`config.mk`:
```
export PLATFORM = sky130hd
export DESIGN_NAME = crsf_rc_frame_receiver_top
export DESIGN_NICKNAME = d
export VERILOG_FILES = /design/src/crsf_pkg.sv /design/src/crsf_ram.sv /design/src/crsf_crc.sv /design/src/crsf_scale.sv /design/src/crsf_rc_frame_receiver_top.sv
export SDC_FILE = /design/constraint.sdc
export NUM_CORES = 1
export LEC_CHECK = 0
export ABC_AREA = 1
export BUFFER_PORTS_ARGS = -buffer_cell sky130_fd_sc_hd__buf_2
export CORE_MARGIN = 1.5
export CORE_UTILIZATION = 55
export CTS_BUF_LIST = sky130_fd_sc_hd__clkbuf_8 sky130_fd_sc_hd__clkbuf_16
export DETAILED_ROUTE_END_ITERATION = 10
export MAX_ROUTING_LAYER = met4
export PLACE_DENSITY = 0.73
export SETUP_SLACK_MARGIN = 0.4
export SYNTH_ARGS = -nofsm -noshare
export SYNTH_HDL_FRONTEND = slang
export SYNTH_SLANG_ARGS = --single-unit
```
`constraint.sdc`:
```
create_clock -name clk -period 7.77 [get_ports clk]
set_input_delay 1.554 -clock clk [delete_from_list [all_inputs] [get_ports clk]]
set_output_delay 1.554 -clock clk [all_outputs]
set_load 0.005 [all_outputs]
```
`src/crsf_pkg.sv`:
```
package crsf_pkg;

    // Defaults for the top-level parameters.
    localparam int MAX_FRAME_BYTES_DEF = 64;
    localparam int NUM_CHANNELS_DEF    = 16;

    // Field widths fixed by the interface.
    localparam int RAW_W   = 11;
    localparam int PULSE_W = 12;
    localparam int CHAN_W  = 4;
    localparam int COEF_W  = 16;

    // Configuration register indexes and reset values.
    localparam int         CFG_INDEX_W        = 2;
    localparam logic [1:0] REG_FRAME_TIMEOUT  = 2'd0;
    localparam logic [1:0] REG_OWN_ADDRESS    = 2'd1;
    localparam logic [15:0] FRAME_TIMEOUT_RST = 16'd1100;
    localparam logic [7:0]  OWN_ADDRESS_RST   = 8'd200;

    // Frame layout.
    localparam logic [7:0] RC_TYPE      = 8'h16;
    localparam int         HEADER_GUESS = 5;
    localparam int         PAYLOAD_AT   = 3;
    localparam int         LEN_MIN      = 2;
    localparam int         CHAN_BITS    = 11;

    // CRC-8 DVB-S2.
    localparam logic [7:0] CRC_POLY = 8'hD5;

    // Pulse scaling: floor(raw * 40945 / 65536) + 881.
    localparam logic [COEF_W-1:0]  PULSE_COEF   = 16'd40945;
    localparam logic [PULSE_W-1:0] PULSE_OFFSET = 12'd881;

    // Request to the bit-serial CRC unit.
    typedef struct packed {
        logic       start;
        logic       clear;
        logic [7:0] data;
    } crc_cmd_t;

    // Status of the bit-serial CRC unit.
    typedef struct packed {
        logic busy;
    } crc_status_t;

endpackage

```
`src/crsf_ram.sv`:
```
module crsf_ram #(
    parameter int WIDTH = 8,
    parameter int DEPTH = 64
) (
    input  logic                     clk,
    input  logic                     we,
    input  logic [$clog2(DEPTH)-1:0] waddr,
    input  logic [WIDTH-1:0]         wdata,
    input  logic                     re,
    input  logic [$clog2(DEPTH)-1:0] raddr,
    output logic [WIDTH-1:0]         rdata
);

    logic [WIDTH-1:0] mem [DEPTH];
    logic [WIDTH-1:0] rdata_reg;

    always_ff @(posedge clk)
    begin
        if (we)
        begin
            mem[waddr] <= wdata;
        end
        if (re)
        begin
            rdata_reg <= mem[raddr];
        end
    end

    assign rdata = rdata_reg;

endmodule

```
`src/crsf_crc.sv`:
```
module crsf_crc (
    input  logic                   clk,
    input  logic                   rst_n,
    input  crsf_pkg::crc_cmd_t     cmd,
    output crsf_pkg::crc_status_t  status,
    output logic [7:0]             crc
);

    logic [7:0] crc_reg,  crc_next;
    logic [2:0] step_reg, step_next;
    logic       busy_reg, busy_next;

    // One polynomial step per cycle, eight steps per byte.
    always_comb
    begin
        crc_next  = crc_reg;
        step_next = step_reg;
        busy_next = busy_reg;
        if (cmd.start)
        begin
            crc_next  = (cmd.clear ? 8'd0 : crc_reg) ^ cmd.data;
            step_next = 3'd0;
            busy_next = 1'b1;
        end
        else if (busy_reg)
        begin
            if (crc_reg[7])
            begin
                crc_next = {crc_reg[6:0], 1'b0} ^ crsf_pkg::CRC_POLY;
            end
            else
            begin
                crc_next = {crc_reg[6:0], 1'b0};
            end
            step_next = step_reg + 3'd1;
            if (step_reg == 3'd7)
            begin
                busy_next = 1'b0;
            end
        end
    end

    always_ff @(posedge clk or negedge rst_n)
    begin
        if (!rst_n)
        begin
            crc_reg  <= 8'd0;
            step_reg <= 3'd0;
            busy_reg <= 1'b0;
        end
        else
        begin
            crc_reg  <= crc_next;
            step_reg <= step_next;
            busy_reg <= busy_next;
        end
    end

    assign status.busy = busy_reg;
    assign crc         = crc_reg;

endmodule

```
`src/crsf_scale.sv`:
```
module crsf_scale (
    input  logic                         clk,
    input  logic                         load,
    input  logic [crsf_pkg::RAW_W-1:0]   raw,
    output logic [crsf_pkg::PULSE_W-1:0] pulse
);

    localparam int PROD_W = crsf_pkg::RAW_W + crsf_pkg::COEF_W;

    logic [PROD_W-1:0] prod_reg;

    // The product is registered; the offset add follows in the next cycle.
    always_ff @(posedge clk)
    begin
        if (load)
        begin
            prod_reg <= PROD_W'(raw) * PROD_W'(crsf_pkg::PULSE_COEF);
        end
    end

    assign pulse = crsf_pkg::PULSE_W'(prod_reg[PROD_W-1:crsf_pkg::COEF_W])
                 + crsf_pkg::PULSE_OFFSET;

endmodule

```
`src/crsf_rc_frame_receiver_top.sv`:
```
// Receiver for RC-channel frames of the serial radio link protocol. Each request on the rx
// channel is one received byte with its microsecond arrival time; frames are laid out as
// address, length, type, payload and CRC, and a byte that comes more than frame_timeout_us
// after the frame start restarts framing. A length byte below 2 or above MAX_FRAME_BYTES-2
// aborts the frame. A frame whose CRC-8 (polynomial 0xD5, over type and payload) matches,
// whose type is RC channels and whose address equals own_address produces NUM_CHANNELS
// requests on the ch channel, one per channel, with the 11-bit raw value and the pulse width
// floor(raw*40945/65536)+881. Address, length and CRC bytes do not start a CRC pass; a byte
// covered by the CRC holds rx_stall high while the bit-serial CRC unit runs one polynomial
// step per cycle over it. After a good frame the block handles each channel in one or two
// fetches from the single frame-store read port (a FETCH and a LOAD state each), one multiply
// (MUL) and one output load (PUT), which ch_stall can hold; no byte is taken during that time.
// The frame store needs no clearing pass after reset. Configuration writes are always ready and
// must be made only while the block is idle.
module crsf_rc_frame_receiver_top #(
    parameter int MAX_FRAME_BYTES = crsf_pkg::MAX_FRAME_BYTES_DEF,
    parameter int NUM_CHANNELS    = crsf_pkg::NUM_CHANNELS_DEF
) (
    input  logic                             clk,
    input  logic                             rst_n,
    // Byte input channel.
    input  logic                             rx_valid,
    output logic                             rx_stall,
    input  logic [7:0]                       rx_byte,
    input  logic [31:0]                      time_us,
    // Channel result channel.
    output logic                             ch_valid,
    input  logic                             ch_stall,
    output logic [crsf_pkg::CHAN_W-1:0]      channel_index,
    output logic [crsf_pkg::RAW_W-1:0]       raw_value,
    output logic [crsf_pkg::PULSE_W-1:0]     pulse_us,
    output logic                             last_channel,
    // Configuration write channel.
    input  logic                             cfg_valid,
    output logic                             cfg_ready,
    input  logic [crsf_pkg::CFG_INDEX_W-1:0] cfg_index,
    input  logic [15:0]                      cfg_data
);

    localparam int ADDR_W  = $clog2(MAX_FRAME_BYTES);
    localparam int POS_W   = $clog2(MAX_FRAME_BYTES + 1);
    localparam int ACC_W   = crsf_pkg::CHAN_BITS + 7;
    localparam int CNT_W   = $clog2(ACC_W + 1);

    // Sequencer states.
    localparam logic [2:0] S_IDLE  = 3'd0;
    localparam logic [2:0] S_CRC   = 3'd1;
    localparam logic [2:0] S_FETCH = 3'd2;
    localparam logic [2:0] S_LOAD  = 3'd3;
    localparam logic [2:0] S_MUL   = 3'd4;
    localparam logic [2:0] S_PUT   = 3'd5;

    logic [2:0]        state_reg,   state_next;
    logic [POS_W-1:0]  pos_reg,     pos_next;
    logic [31:0]       start_reg,   start_next;
    logic [POS_W-1:0]  len_reg,     len_next;
    logic [7:0]        addr_reg,    addr_next;
    logic [7:0]        type_reg,    type_next;
    logic [ADDR_W-1:0] rd_ptr_reg,  rd_ptr_next;
    logic [ACC_W-1:0]  acc_reg,     acc_next;
    logic [CNT_W-1:0]  cnt_reg,     cnt_next;
    logic [crsf_pkg::CHAN_W-1:0] chan_reg, chan_next;
    logic [15:0]       timeout_reg;
    logic [7:0]        own_addr_reg;
    logic              ch_valid_reg, ch_valid_next;

    logic [crsf_pkg::CHAN_W-1:0]  out_index_reg;
    logic [crsf_pkg::RAW_W-1:0]   out_raw_reg;
    logic [crsf_pkg::PULSE_W-1:0] out_pulse_reg;
    logic                         out_last_reg;

    logic                  rx_accept;
    logic [31:0]           elapsed;
    logic                  restart;
    logic [POS_W-1:0]      pos_eff;
    logic [POS_W-1:0]      pos_inc;
    logic [POS_W-1:0]      full;
    logic                  len_bad;
    logic                  frame_good;
    logic                  chan_last;
    logic [CNT_W-1:0]      cnt_loaded;
    logic                  out_load;

    logic                  ram_we;
    logic                  ram_re;
    logic [7:0]            ram_rdata;

    crsf_pkg::crc_cmd_t    crc_cmd;
    crsf_pkg::crc_status_t crc_status;
    logic [7:0]            crc_value;

    logic                         scale_load;
    logic [crsf_pkg::PULSE_W-1:0] scale_pulse;

    // Byte requests are taken only while the sequencer is idle.
    assign rx_stall  = (state_reg != S_IDLE);
    assign rx_accept = rx_valid && !rx_stall;
    assign cfg_ready = 1'b1;

    // The elapsed time is read as a signed value, so a timestamp that runs backwards never
    // restarts framing.
    assign elapsed = time_us - start_reg;
    assign restart = !elapsed[31] && (elapsed > {16'd0, timeout_reg});
    assign pos_eff = restart ? '0 : pos_reg;
    assign pos_inc = pos_eff + POS_W'(1);

    // Up to and including the type byte the frame is taken to be five bytes long.
    assign full = (pos_eff < POS_W'(crsf_pkg::PAYLOAD_AT))
                ? POS_W'(crsf_pkg::HEADER_GUESS)
                : len_reg + POS_W'(2);

    assign len_bad = (rx_byte < 8'(crsf_pkg::LEN_MIN))
                  || ({1'b0, rx_byte} > 9'(MAX_FRAME_BYTES - 2));

    // Checked when the CRC byte arrives; crc_value then covers type and payload.
    assign frame_good = (crc_value == rx_byte) && (type_reg == crsf_pkg::RC_TYPE)
                     && (addr_reg == own_addr_reg);

    assign chan_last  = (chan_reg == crsf_pkg::CHAN_W'(NUM_CHANNELS - 1));
    assign cnt_loaded = cnt_reg + CNT_W'(8);

    always_comb
    begin
        state_next    = state_reg;
        pos_next      = pos_reg;
        start_next    = start_reg;
        len_next      = len_reg;
        addr_next     = addr_reg;
        type_next     = type_reg;
        rd_ptr_next   = rd_ptr_reg;
        acc_next      = acc_reg;
        cnt_next      = cnt_reg;
        chan_next     = chan_reg;
        crc_cmd       = '0;
        ram_we        = 1'b0;
        ram_re        = 1'b0;
        scale_load    = 1'b0;
        out_load      = 1'b0;

        case (state_reg)
            S_IDLE:
            begin
                if (rx_accept)
                begin
                    pos_next = pos_eff;
                    if (pos_eff == '0)
                    begin
                        start_next = time_us;
                    end
                    if (pos_eff < full)
                    begin
                        ram_we = 1'b1;
                        if (pos_eff == POS_W'(0))
                        begin
                            addr_next = rx_byte;
                            pos_next  = pos_inc;
                        end
                        else if (pos_eff == POS_W'(1))
                        begin
                            if (len_bad)
                            begin
                                pos_next = '0;
                            end
                            else
                            begin
                                len_next = POS_W'(rx_byte);
                                pos_next = pos_inc;
                            end
                        end
                        else if (pos_inc == full)
                        begin
                            // CRC byte: the frame is complete.
                            pos_next = '0;
                            if (frame_good)
                            begin
                                state_next  = S_FETCH;
                                rd_ptr_next = ADDR_W'(crsf_pkg::PAYLOAD_AT);
                                acc_next    = '0;
                                cnt_next    = '0;
                                chan_next   = '0;
                            end
                        end
                        else
                        begin
                            // Type or payload byte: fold it into the running CRC.
                            if (pos_eff == POS_W'(2))
                            begin
                                type_next = rx_byte;
                            end
                            crc_cmd.start = 1'b1;
                            crc_cmd.clear = (pos_eff == POS_W'(2));
                            crc_cmd.data  = rx_byte;
                            pos_next      = pos_inc;
                            state_next    = S_CRC;
                        end
                    end
                end
            end

            S_CRC:
            begin
                if (!crc_status.busy)
                begin
                    state_next = S_IDLE;
                end
            end

            S_FETCH:
            begin
                ram_re     = 1'b1;
                state_next = S_LOAD;
            end

            S_LOAD:
            begin
                // Append the next payload byte above the bits still held.
                acc_next    = acc_reg | (ACC_W'(ram_rdata) << cnt_reg);
                cnt_next    = cnt_loaded;
                rd_ptr_next = rd_ptr_reg + ADDR_W'(1);
                if (cnt_loaded >= CNT_W'(crsf_pkg::CHAN_BITS))
                begin
                    state_next = S_MUL;
                end
                else
                begin
                    state_next = S_FETCH;
                end
            end

            S_MUL:
            begin
                scale_load = 1'b1;
                state_next = S_PUT;
            end

            S_PUT:
            begin
                if (!ch_valid_reg || !ch_stall)
                begin
                    out_load  = 1'b1;
                    acc_next  = acc_reg >> crsf_pkg::CHAN_BITS;
                    cnt_next  = cnt_reg - CNT_W'(crsf_pkg::CHAN_BITS);
                    chan_next = chan_reg + crsf_pkg::CHAN_W'(1);
                    if (chan_last)
                    begin
                        state_next = S_IDLE;
                    end
                    else
                    begin
                        state_next = S_FETCH;
                    end
                end
            end

            default:
            begin
                state_next = S_IDLE;
            end
        endcase
    end

    // The output register lets the sequencer go on while the consumer stalls; PUT waits only while it is full.
    always_comb
    begin
        ch_valid_next = ch_valid_reg;
        if (out_load)
        begin
            ch_valid_next = 1'b1;
        end
        else if (ch_valid_reg && !ch_stall)
        begin
            ch_valid_next = 1'b0;
        end
    end

    always_ff @(posedge clk or negedge rst_n)
    begin
        if (!rst_n)
        begin
            state_reg    <= S_IDLE;
            pos_reg      <= '0;
            start_reg    <= '0;
            ch_valid_reg <= 1'b0;
            timeout_reg  <= crsf_pkg::FRAME_TIMEOUT_RST;
            own_addr_reg <= crsf_pkg::OWN_ADDRESS_RST;
        end
        else
        begin
            state_reg    <= state_next;
            pos_reg      <= pos_next;
            start_reg    <= start_next;
            ch_valid_reg <= ch_valid_next;
            if (cfg_valid && cfg_ready)
            begin
                case (cfg_index)
                    crsf_pkg::REG_FRAME_TIMEOUT: timeout_reg  <= cfg_data;
                    crsf_pkg::REG_OWN_ADDRESS:   own_addr_reg <= cfg_data[7:0];
                    default:                     ;
                endcase
            end
        end
    end

    // Frame header copies, unpacking state and output payload carry no reset.
    always_ff @(posedge clk)
    begin
        len_next_apply: begin
            len_reg    <= len_next;
            addr_reg   <= addr_next;
            type_reg   <= type_next;
            rd_ptr_reg <= rd_ptr_next;
            acc_reg    <= acc_next;
            cnt_reg    <= cnt_next;
            chan_reg   <= chan_next;
        end
        if (out_load)
        begin
            out_index_reg <= chan_reg;
            out_raw_reg   <= acc_reg[crsf_pkg::RAW_W-1:0];
            out_pulse_reg <= scale_pulse;
            out_last_reg  <= chan_last;
        end
    end

    assign ch_valid      = ch_valid_reg;
    assign channel_index = out_index_reg;
    assign raw_value     = out_raw_reg;
    assign pulse_us      = out_pulse_reg;
    assign last_channel  = out_last_reg;

    crsf_ram #(
        .WIDTH (8),
        .DEPTH (MAX_FRAME_BYTES)
    ) u_frame_store (
        .clk   (clk),
        .we    (ram_we),
        .waddr (pos_eff[ADDR_W-1:0]),
        .wdata (rx_byte),
        .re    (ram_re),
        .raddr (rd_ptr_reg),
        .rdata (ram_rdata)
    );

    crsf_crc u_crc (
        .clk    (clk),
        .rst_n  (rst_n),
        .cmd    (crc_cmd),
        .status (crc_status),
        .crc    (crc_value)
    );

    crsf_scale u_scale (
        .clk   (clk),
        .load  (scale_load),
        .raw   (acc_reg[crsf_pkg::RAW_W-1:0]),
        .pulse (scale_pulse)
    );

endmodule

```
**Yosys cells after proc, flatten, opt, wreduce, memory -nomap -nowiden**

Memory sizes are Yosys's and may differ from the RTL's. A register that Yosys moved wholly into a read port is not among the register bits.
Cells that the tools add are included.

- Bits in registers: 190
- Bits in writable memories: 512
- Input port bits: 63
- Output and inout bits: 31
- Logic and storage cells: 175
- Memories: 1

- Add/sub/neg operators: 9
- Multiply operators: 1
- $lt $le $gt $ge: 6
- Equality and inequality tests: 23
- Shifts and indexed selects: 1
- Mux-type cells: 75
- Bitwise logic cells: 7
- Reduce and logical (&&, ||, !) cells: 31

Memory list:

| name | words | width | read ports | clocked after memory_dff | wr ports | RTL line | text |
|---|---|---|---|---|---|---|---|
| u_frame_store.mem | 64 | 8 | 1 | 1 | 1 | crsf_ram.sv:14 | `logic [WIDTH-1:0] mem [DEPTH];` |

Operators by type and width:

| cell | count |
|---|---|
| two-way mux 18 bit | 7 |
| two-way mux 10 bit | 6 |
| one-hot mux 18 bit (3 select lines) | 1 |
| two-way mux 7 bit | 7 |
| two-way mux 6 bit | 6 |
| two-way mux 5 bit | 7 |
| two-way mux 3 bit | 11 |
| greater-than comparator 32 x 16 -> 1 bit | 1 |
| two-way mux 8 bit | 4 |
| subtractor 32 bit | 1 |
| two-way mux 4 bit | 7 |
| multiplier 11 x 16 -> 27 bit, second input constant | 1 |
| AND reduction 7 bit | 3 |
| bitwise OR 18 bit | 1 |
| one-hot mux 3 bit (6 select lines) | 1 |
| << shifter 8 x 5 -> 18 bit | 1 |
| == test 8 bit | 2 |
| inequality test 2 bit, second input constant | 8 |
| AND reduction 8 bit | 2 |
| one-hot mux 5 bit (3 select lines) | 1 |
| two-way mux 1 bit | 14 |
| adder 11 x 10 -> 12 bit, second input constant | 1 |
| one-hot mux 6 bit (2 select lines) | 1 |
| == test 3 bit, second input constant | 3 |
| other kinds (38) | 56 |

**Logic depth before layout (Yosys ltp)**

Gate-level depths: netlist of run 1.

- Depth after elaboration: 16
- Mapped depth: 43
- Mapped depth without buffers: 42

**Cells and area by module**

A second synthesis of run 1 with hierarchy kept.

- Cell total of the unflattened synthesis: 3736
- Area total of the unflattened synthesis: 35870.7 um2

By module, submodules not included:

| module | instances | cells each | area each (um2) | sequential area each (um2) |
|---|---|---|---|---|
| crsf_ram | 1 | 1822 | 21371.7 | 15615.0 |
| crsf_rc_frame_receiver_top | 1 | 1370 | 10169.8 | 4207.8 |
| crsf_scale | 1 | 440 | 3589.7 | 330.3 |
| crsf_crc | 1 | 104 | 739.5 | 300.3 |

**Worst setup path before layout of run 1**

OpenSTA, ideal clock, no wires.

- Kind: input to register
- From: input time_us[0]
- To: register acc_reg[0], enable pin
- Setup time: 0.409 ns
- Arrival: 6.708 ns
- Data required time: 7.361 ns
- Setup slack: 0.652 ns
- Stages: 35
- Path buffers: 1
- Cells stage by stage: inv_1 > ha_1 > fa_1 > inv_1 > nand3_1 > nand3_1 > nand3_1 > nand3_1 > xor2_1 > ha_1 > nand2_1 > nor3_1 > nand3_1 > nand2_1 > nand3_1 > nor2_1 > nand2_1 > nor2_1 > nand2_2 > nand2_4 > nand4_1 > nand3_2 > buf_6 > nand2_1 > inv_1 > ha_1 > a21oi_1 > o21ai_0 > a21oi_1 > o211ai_1 > a21boi_0 > nand3_1 > o21ai_0 > nand3_1 > a31oi_1

- Word-level cells in the longest chain between the ends: 9
- Elaborated cells on any way between the ends: 17
- Classes of those cells: add/sub (2); order compare (3); eq/ne (6); mux (2); reduce/logical (4)

Ends and longest elaborated chain:

| item | RTL line | text |
|---|---|---|
| start, declared | crsf_rc_frame_receiver_top.sv:25 | `input logic [31:0] time_us,` |
| subtractor 32 bit * | crsf_rc_frame_receiver_top.sv:102 | `assign elapsed = time_us - start_reg;` |
| greater-than comparator 32 x 16 -> 1 bit / logical NOT 1 bit (equally long branches) | crsf_rc_frame_receiver_top.sv:103 | `assign restart = !elapsed[31] && (elapsed > {16'd0, timeout_reg});` |
| logical AND 1 bit * | crsf_rc_frame_receiver_top.sv:103 |  |
| two-way mux 7 bit * | crsf_rc_frame_receiver_top.sv:104 | `assign pos_eff = restart ? '0 : pos_reg;` |
| less-than comparator 7 x 2 -> 1 bit | crsf_rc_frame_receiver_top.sv:108 | `assign full = (pos_eff < POS_W'(crsf_pkg::PAYLOAD_AT))` |
| two-way mux 7 bit | crsf_rc_frame_receiver_top.sv:109 | `? POS_W'(crsf_pkg::HEADER_GUESS)` |
| less-than comparator 7 bit / == test 7 bit (equally long branches) | crsf_rc_frame_receiver_top.sv:150, crsf_rc_frame_receiver_top.sv:170 |  |
| inequality test 2 bit (no line) | n/a |  |
| AND reduction 8 bit (no line) * | n/a |  |
| end signal, assigned | crsf_rc_frame_receiver_top.sv:312 | `acc_reg <= acc_next;` |
| end, declared | crsf_rc_frame_receiver_top.sv:60 | `logic [ACC_W-1:0] acc_reg, acc_next;` |

Mark *: on every way between the ends. The rest lies on a longest branch, timed or not.
A chain may end at the register's enable or synchronous reset.

**Final worst setup path of run 1**

- From: input time_us[0]
- To: register chan_reg[1] (netlist bit), enable pin

- Word-level cells in the longest chain between the ends: 9
- Elaborated cells on any way between the ends: 17
- Classes of those cells: add/sub (2); order compare (3); eq/ne (6); mux (2); reduce/logical (4)

Ends and longest elaborated chain:

| item | RTL line | text |
|---|---|---|
| subtractor 32 bit * | crsf_rc_frame_receiver_top.sv:102 |  |
| greater-than comparator 32 x 16 -> 1 bit / logical NOT 1 bit (equally long branches) | crsf_rc_frame_receiver_top.sv:103 |  |
| logical AND 1 bit * | crsf_rc_frame_receiver_top.sv:103 |  |
| two-way mux 7 bit * | crsf_rc_frame_receiver_top.sv:104 |  |
| less-than comparator 7 x 2 -> 1 bit | crsf_rc_frame_receiver_top.sv:108 |  |
| two-way mux 7 bit | crsf_rc_frame_receiver_top.sv:109 |  |
| less-than comparator 7 bit / == test 7 bit (equally long branches) | crsf_rc_frame_receiver_top.sv:150, crsf_rc_frame_receiver_top.sv:170 |  |
| inequality test 2 bit (no line) | n/a |  |
| AND reduction 8 bit (no line) * | n/a |  |
| end signal, assigned | crsf_rc_frame_receiver_top.sv:314 | `chan_reg <= chan_next;` |
| end, declared | crsf_rc_frame_receiver_top.sv:62 | `logic [crsf_pkg::CHAN_W-1:0] chan_reg, chan_next;` |

Marks and branches as above.

==> flow_metrics.env, run 1 <==
export IMPL_fillers=4737
export IMPL_crit_required_ns=8.02
export IMPL_yosys_most_used_dff="edfxtp_1"
export IMPL_hold_path_end="channel_index[3]"
export IMPL_grt_max_degree=119
export IMPL_yosys_area_top_type="edfxtp_1"
export IMPL_grt_antenna_before_repair=2
export IMPL_tightest_slew_ns=1.354
export IMPL_r2r_cells=27
export IMPL_final_setup_viol_count=0
export IMPL_final_area_um2=38350
export IMPL_syn_nets=3396
export IMPL_wire_per_inst_um=20.21
export IMPL_status="complete, no violations"
export IMPL_worst_path_largest_cell_delay_ns=0.45
export IMPL_period_minus_slack_ns=6.769
export IMPL_synthAdderAreaFrac_pct=7.715
export IMPL_synth_simple_area_share_pct=14.41
export IMPL_multi_input_area_um2=11980
export IMPL_rsz0062_at_grt="false"
export IMPL_ant_nets=0
export IMPL_arrival_ns=7.02
export IMPL_hold_path_class="reg2reg"
export IMPL_io_pins=94
export IMPL_setup_ws_ns=1.001
export IMPL_cts_setup_buffers=0
export IMPL_synth_cell_types=62
export IMPL_async_reset_ff_share_pct=11.38
export IMPL_syn_area_um2=34150
export IMPL_cts_tree="built"
export IMPL_htreeDepth=3
export IMPL_cts_path_max_buffers=3
export IMPL_synth_compound_area_share_pct=9.979
export IMPL_drt_first_pass_iters=5
export IMPL_hpwl_um=55080
export IMPL_worstPathMaxFanout=15
export IMPL_grt_first_pass_wirelength_um=132200
export IMPL_initial_core_util_pct=55.55
export IMPL_drc_errors=0
export IMPL_vias=24234
export IMPL_ir_drop_v=0.0002830
export IMPL_drive_gt1_share_pct=11.72
export IMPL_synth_top_family_by_area="simple AND/OR/NAND/NOR gates"
export IMPL_cts_clk_slew_worst_paths_ns=0.05
export IMPL_yosysMostFrequentCell="edfxtp_1"
export IMPL_end_kind="flip-flop"
export IMPL_r2r_start="acc_reg[5]"
export IMPL_largest_register_ffs=512
export IMPL_pre_cts_slack_ns=0.3276
export IMPL_hold_depth=0
export IMPL_clock_fmax_mhz=147.7
export IMPL_synth_seq_cells=694
export IMPL_period_share_pct=87.12
export IMPL_grtUsageTotal_pct=27.57
export IMPL_place_area_um2=35910
export IMPL_routabilityCongestion=0.9205
export IMPL_numCtsBuffers=74
export IMPL_grt_overflow=0
export IMPL_critPathSlowestCell="a21oi_1"
export IMPL_synthToLayoutAreaGrowth_pct=12.29
export IMPL_syn_inst=3153
export IMPL_routed_via_density=5.835
export IMPL_synth_top_area_share_pct=54.07
export IMPL_holdBufCountCts=0
export IMPL_synthMuxAreaShare_pct=1.557
export IMPL_synth_xor_xnor_area_share_pct=1.330
export IMPL_yosys_top_cells_area="edfxtp_1 (54%), nor2_1 (5.4%), dfrtp_1 (5.3%)"
export IMPL_critPathKind="in2reg"
export IMPL_slew_headroom_pct=9.652
export IMPL_fp_dieW_um=252.2
export IMPL_reg2reg_slack_ns=1.35
export IMPL_avgSynthCellArea_um2=10.83
export IMPL_clkLatencyLatePin_ns=0.64
export IMPL_synthTopCellsByCount="edfxtp_1 (615), nor2_1 (494), nand2_1 (453)"
export IMPL_timing_hold_ws_ns=0.4487
export IMPL_p_per_area_nw_per_um2=351.1
export IMPL_fp_dieH_um=252.2
export IMPL_seq_area_um2=20450
export IMPL_crit_top_cell="nand3_1"
export IMPL_finalMaxSlewViolations=0
export IMPL_yosys_warnings=0
export IMPL_synth_edff_count=615
export IMPL_finish_net_count=3544
export IMPL_max_cap_viol_count=0
export IMPL_final_core_util_pct=62.38
export IMPL_first_global_vias=23793
export IMPL_cts_resized=0
export IMPL_first_iter_violations=2725
export IMPL_timing_rr_end="u_scale.prod_reg[26]"
export IMPL_wl_um=83950
export IMPL_hold_violations=0
export IMPL_clock_skew_ns=0.04606
export IMPL_ys_seq_area_share_pct=59.89
export IMPL_rows=91
export IMPL_min_from="chan_reg[3]"
export IMPL_p_leak_nw=15.20
export IMPL_coreArea_um2=61480
export IMPL_dieArea_um2=63600
export IMPL_fin_setup_tns_ns=0
export IMPL_crit_path_start_kind="input port"
export IMPL_cts_sinks=694
export IMPL_port_buffers=92
export IMPL_cts_root_buffer="clkbuf_16"
-- how the worst max path moves through the flow --
stage | from | end | slack (ns) | depth (start not counted)
after floorplan | time_us[0] | acc_reg[0] | 0.65 | 35
after global placement | time_us[0] | acc_reg[0] | 0.46 | 36
after detailed placement | time_us[0] | chan_reg[1] | 0.33 | 35
after CTS | time_us[0] | chan_reg[2] | 0.93 | 35
after global routing | time_us[0] | chan_reg[0] | 0.42 | 35
final | time_us[0] | chan_reg[1] | 1.00 | 35
-- worst max-delay path: cells and delay by family --
family | cells | cell delay [ns]
and+or+nand+nor | 20 | 2.41
adders and majority gates | 4 | 1.18
AOI/OAI and AO/OA | 6 | 1.35
buffers and inverters | 4 | 0.44
xor gates and xnor gates | 1 | 0.09
-- metal layers --
layer,up-vias,GRT usage [%],wire length (um)
met4,0,9.341,2667
met1,11725,36.35,34800
met2,1032,44.12,40390
met3,168,4.037,6092
met5,-,-,0
li1,11309,-,-
-- power by group --
| group | internal [mW] | leakage, nW | total, mW | switching (mW) |
|---|---|---|---|---|
| Sequential | 4.47 | 6.38 | 4.65 | 0.178 |
| Combinational | 2.02 | 7.59 | 5.34 | 3.32 |
| Clock | 2.01 | 1.23 | 3.47 | 1.46 |
-- area by class of cell --
| class | count | area share [%] |
|---|---|---|
| antenna | 2 | 0.01305 |
| clock buffer | 79 | 5.037 |
| clock inverter | 57 | 1.298 |
| inverter | 330 | 3.243 |
| multi-input combinational | 2004 | 31.24 |
| sequential | 694 | 53.33 |
| tap | 790 | 2.577 |
| timing repair buffer | 197 | 3.262 |
-- cell families after synthesis --
logic type	after synthesis
xor gates and xnor gates	51
muxes	53
and+or+nand+nor	1180
AOI/OAI and AO/OA	539
other	1
buffers and inverters	455
adders and majority gates	180
DFF	694
-- placed cells by master, fill, tap and decap left out, drive strengths merged, types with 5 or more instances in the layout --
master | netlist | layout
clkbuf | 109 | 79
nor2 | 508 | 508
clkinv | 10 | 43
o211ai | 16 | 16
buf | 16 | 197
fa | 51 | 51
nor3 | 15 | 15
nand3 | 136 | 136
dfrtp | 72 | 72
nand4 | 23 | 23
a21o | 6 | 6
a31oi | 18 | 18
o32ai | 78 | 78
or2 | 7 | 7
dfstp | 7 | 7
o221ai | 53 | 53
xnor2 | 14 | 14
bufinv | 0 | 6
ha | 129 | 129
a21oi | 142 | 142
nand3b | 6 | 6
nor4 | 5 | 5
a22oi | 5 | 5
nand2 | 476 | 476
edfxtp | 615 | 615
o22ai | 6 | 6
inv | 320 | 335
o21ai | 189 | 189
mux2i | 52 | 52
xor2 | 37 | 37
a32o | 8 | 8
-- stage by stage --
stage	power, mW	instances
CTS	13.53	4151
finish	13.46	4153
global placement	9.840	4015
floorplan	8.689	3153
global route	14.48	4153
detailed placement	10.02	4015
Power figures use the tool's default switching activity.
==> run 2, diff against run 1 <==
CORE_MARGIN = 2   (was 1.5)
MAX_ROUTING_LAYER = unset   (was met4)
SLEW_MARGIN = 20   (was unset)
==> run 2 against run 1 <==
  * Setup slack worse by 0.15 ns
  * Final cell count grew 0.99%
  * Clock skew decreased by 0.016 ns
  * Count of clock-buffer cells in the layout down 1
  * Largest cell class unchanged
==> flow_metrics.env, run 2 (synthesis gave the netlist of run 1 again) <==
export IMPL_finalMaxSlewViolations=0
export IMPL_drc_errors=0
export IMPL_finish_net_count=3538
export IMPL_end_kind="flip-flop"
export IMPL_first_iter_violations=2820
export IMPL_switchingPower_mw=5.027
export IMPL_period_minus_slack_ns=6.923
export IMPL_fp_dieW_um=253.2
export IMPL_timing_rr_end="u_scale.prod_reg[26]"
export IMPL_period_share_pct=89.11
export IMPL_place_area_um2=35950
export IMPL_dieArea_um2=64110
export IMPL_numCtsBuffers=73
export IMPL_htreeDepth=3
export IMPL_p_per_area_nw_per_um2=349.8
export IMPL_cts_clk_slew_worst_paths_ns=0.06
export IMPL_final_cell_mix="edfxtp_1 (615), nor2_1 (492), nand2_1 (452), inv_1 (323), o21ai_0 (187)"
export IMPL_clkLatencyLatePin_ns=0.64
export IMPL_max_cap_viol_count=0
export IMPL_ir_drop_v=0.0002744
export IMPL_switching_share_pct=37.51
export IMPL_holdBufCountCts=0
export IMPL_worst_path_largest_cell_delay_ns=0.47
export IMPL_port_buffers=92
export IMPL_initial_core_util_pct=55.44
export IMPL_endpoint="u_frame_store.mem[27][0]"
export IMPL_final_setup_viol_count=0
export IMPL_synthToLayoutAreaGrowth_pct=12.17
export IMPL_grt_max_degree=259
export IMPL_grt_antenna_before_repair=5
export IMPL_seq_power_share_pct=34.7
export IMPL_r2r_cells=27
export IMPL_wl_um=83180
export IMPL_p_leak_nw=15.17
export IMPL_cts_path_max_buffers=3
export IMPL_cts_tree="built"
export IMPL_crit_path_start="time_us[0]"
export IMPL_grt_overflow=0
export IMPL_critPathSlowestCell="nand2_1"
export IMPL_first_global_vias=23445
export IMPL_cts_setup_buffers=0
export IMPL_drive_gt1_share_pct=11.74
export IMPL_vias=24268
export IMPL_cts_resized=0
export IMPL_layout_commonest_cell="edfxtp_1"
export IMPL_final_area_um2=38310
export IMPL_tightest_slew_ns=1.139
export IMPL_pre_cts_slack_ns=0.3466
export IMPL_drt_first_pass_iters=6
export IMPL_hold_path_class="reg2reg"
export IMPL_slew_headroom_pct=24.08
export IMPL_rows=91
export IMPL_power_share_clock_pct=25.2
export IMPL_rsz0062_at_grt="true"
export IMPL_worstPathMaxFanout=15
export IMPL_hold_violations=0
export IMPL_largest_register_ffs=512
export IMPL_crit_required_ns=8.12
export IMPL_clock_skew_ns=0.02981
export IMPL_fin_setup_tns_ns=0
export IMPL_comb_power_share_pct=40.2
export IMPL_r2r_start="acc_reg[8]"
export IMPL_cts_sinks=694
export IMPL_wire_per_inst_um=19.83
export IMPL_io_pins=94
export IMPL_clock_fmax_mhz=144.4
export IMPL_coreArea_um2=61600
export IMPL_grt_first_pass_wirelength_um=129400
export IMPL_p_int_mw=8.375
export IMPL_hpwl_um=54590
export IMPL_ant_nets=0
export IMPL_arrival_ns=7.27
export IMPL_routed_via_density=5.786
export IMPL_grtUsageTotal_pct=26.18
export IMPL_fp_dieH_um=253.2
export IMPL_cts_root_buffer="clkbuf_16"
export IMPL_critPathKind="in2reg"
export IMPL_crit_path_start_kind="input port"
export IMPL_reg2reg_slack_ns=1.34
export IMPL_routabilityCongestion=0.9613
export IMPL_setup_ws_ns=0.8465
export IMPL_status="complete, no violations"
-- run 2: stage by stage --
stage          cells  utilization [%]  total power, mW  hold WS, ns
2_1_floorplan   3153                -            8.689       0.4264
3_3_place_gp    4057            58.37            9.800       0.4369
3_5_place_dp    4057            58.37            10.04       0.4403
4_1_cts         4192            62.17            13.44       0.4549
5_1_grt         4193            62.19            14.36       0.4816
6_report        4194            62.19            13.40       0.4527
-- run 2: layout make-up --
cell class	instances	area (um2)
Multi-Input combinational cell	2004	11980
Antenna cell	2	5.005
Sequential cell	694	20450
Inverter	330	1244
Clock buffer	78	1907
Tap cell	837	1047
Clock inverter	57	434.2
Fill cell	4775	23290
Timing Repair Buffer	192	1242
-- run 2: how the worst min path moves through the flow --
stage                      from          endpoint  slack (ns)  cells after the start
finish              chan_reg[3]  channel_index[3]        0.45                      0
global route        chan_reg[3]  channel_index[3]        0.48                      0
CTS                 chan_reg[3]  channel_index[3]        0.45                      0
detailed placement  chan_reg[3]  channel_index[3]        0.44                      0
global placement    chan_reg[3]  channel_index[3]        0.44                      0
floorplan           chan_reg[3]  channel_index[3]        0.43                      0
-- run 2: power by group through the flow --
stage | Combinational, mW | Sequential (mW) | Clock, mW
2_1_floorplan | 4.04 | 4.65 | 0
3_3_place_gp | 5.09 | 4.71 | 0
3_5_place_dp | 5.32 | 4.72 | 0
4_1_cts | 5.38 | 4.64 | 3.42
5_1_grt | 6.12 | 4.67 | 3.57
6_report | 5.38 | 4.64 | 3.37
-- run 2: layer usage --
metal / track usage [%] / up-vias / share of wire (%)
li1: - / 11332 / -
met1: 35.68 / 11680 / 41
met4: 8.740 / 2 / 3.3
met2: 43.11 / 1062 / 48
met5: 0 / - / 0.017
met3: 4.143 / 192 / 7.8
-- run 2: critical path: cells and delay by family --
kind                       cells  cell delay, ns
AOI/OAI and AO/OA              4            0.58
xor gates and xnor gates       1            0.09
adders and majority gates      4            1.14
and+or+nand+nor               21            3.18
buffers and inverters          6            0.72
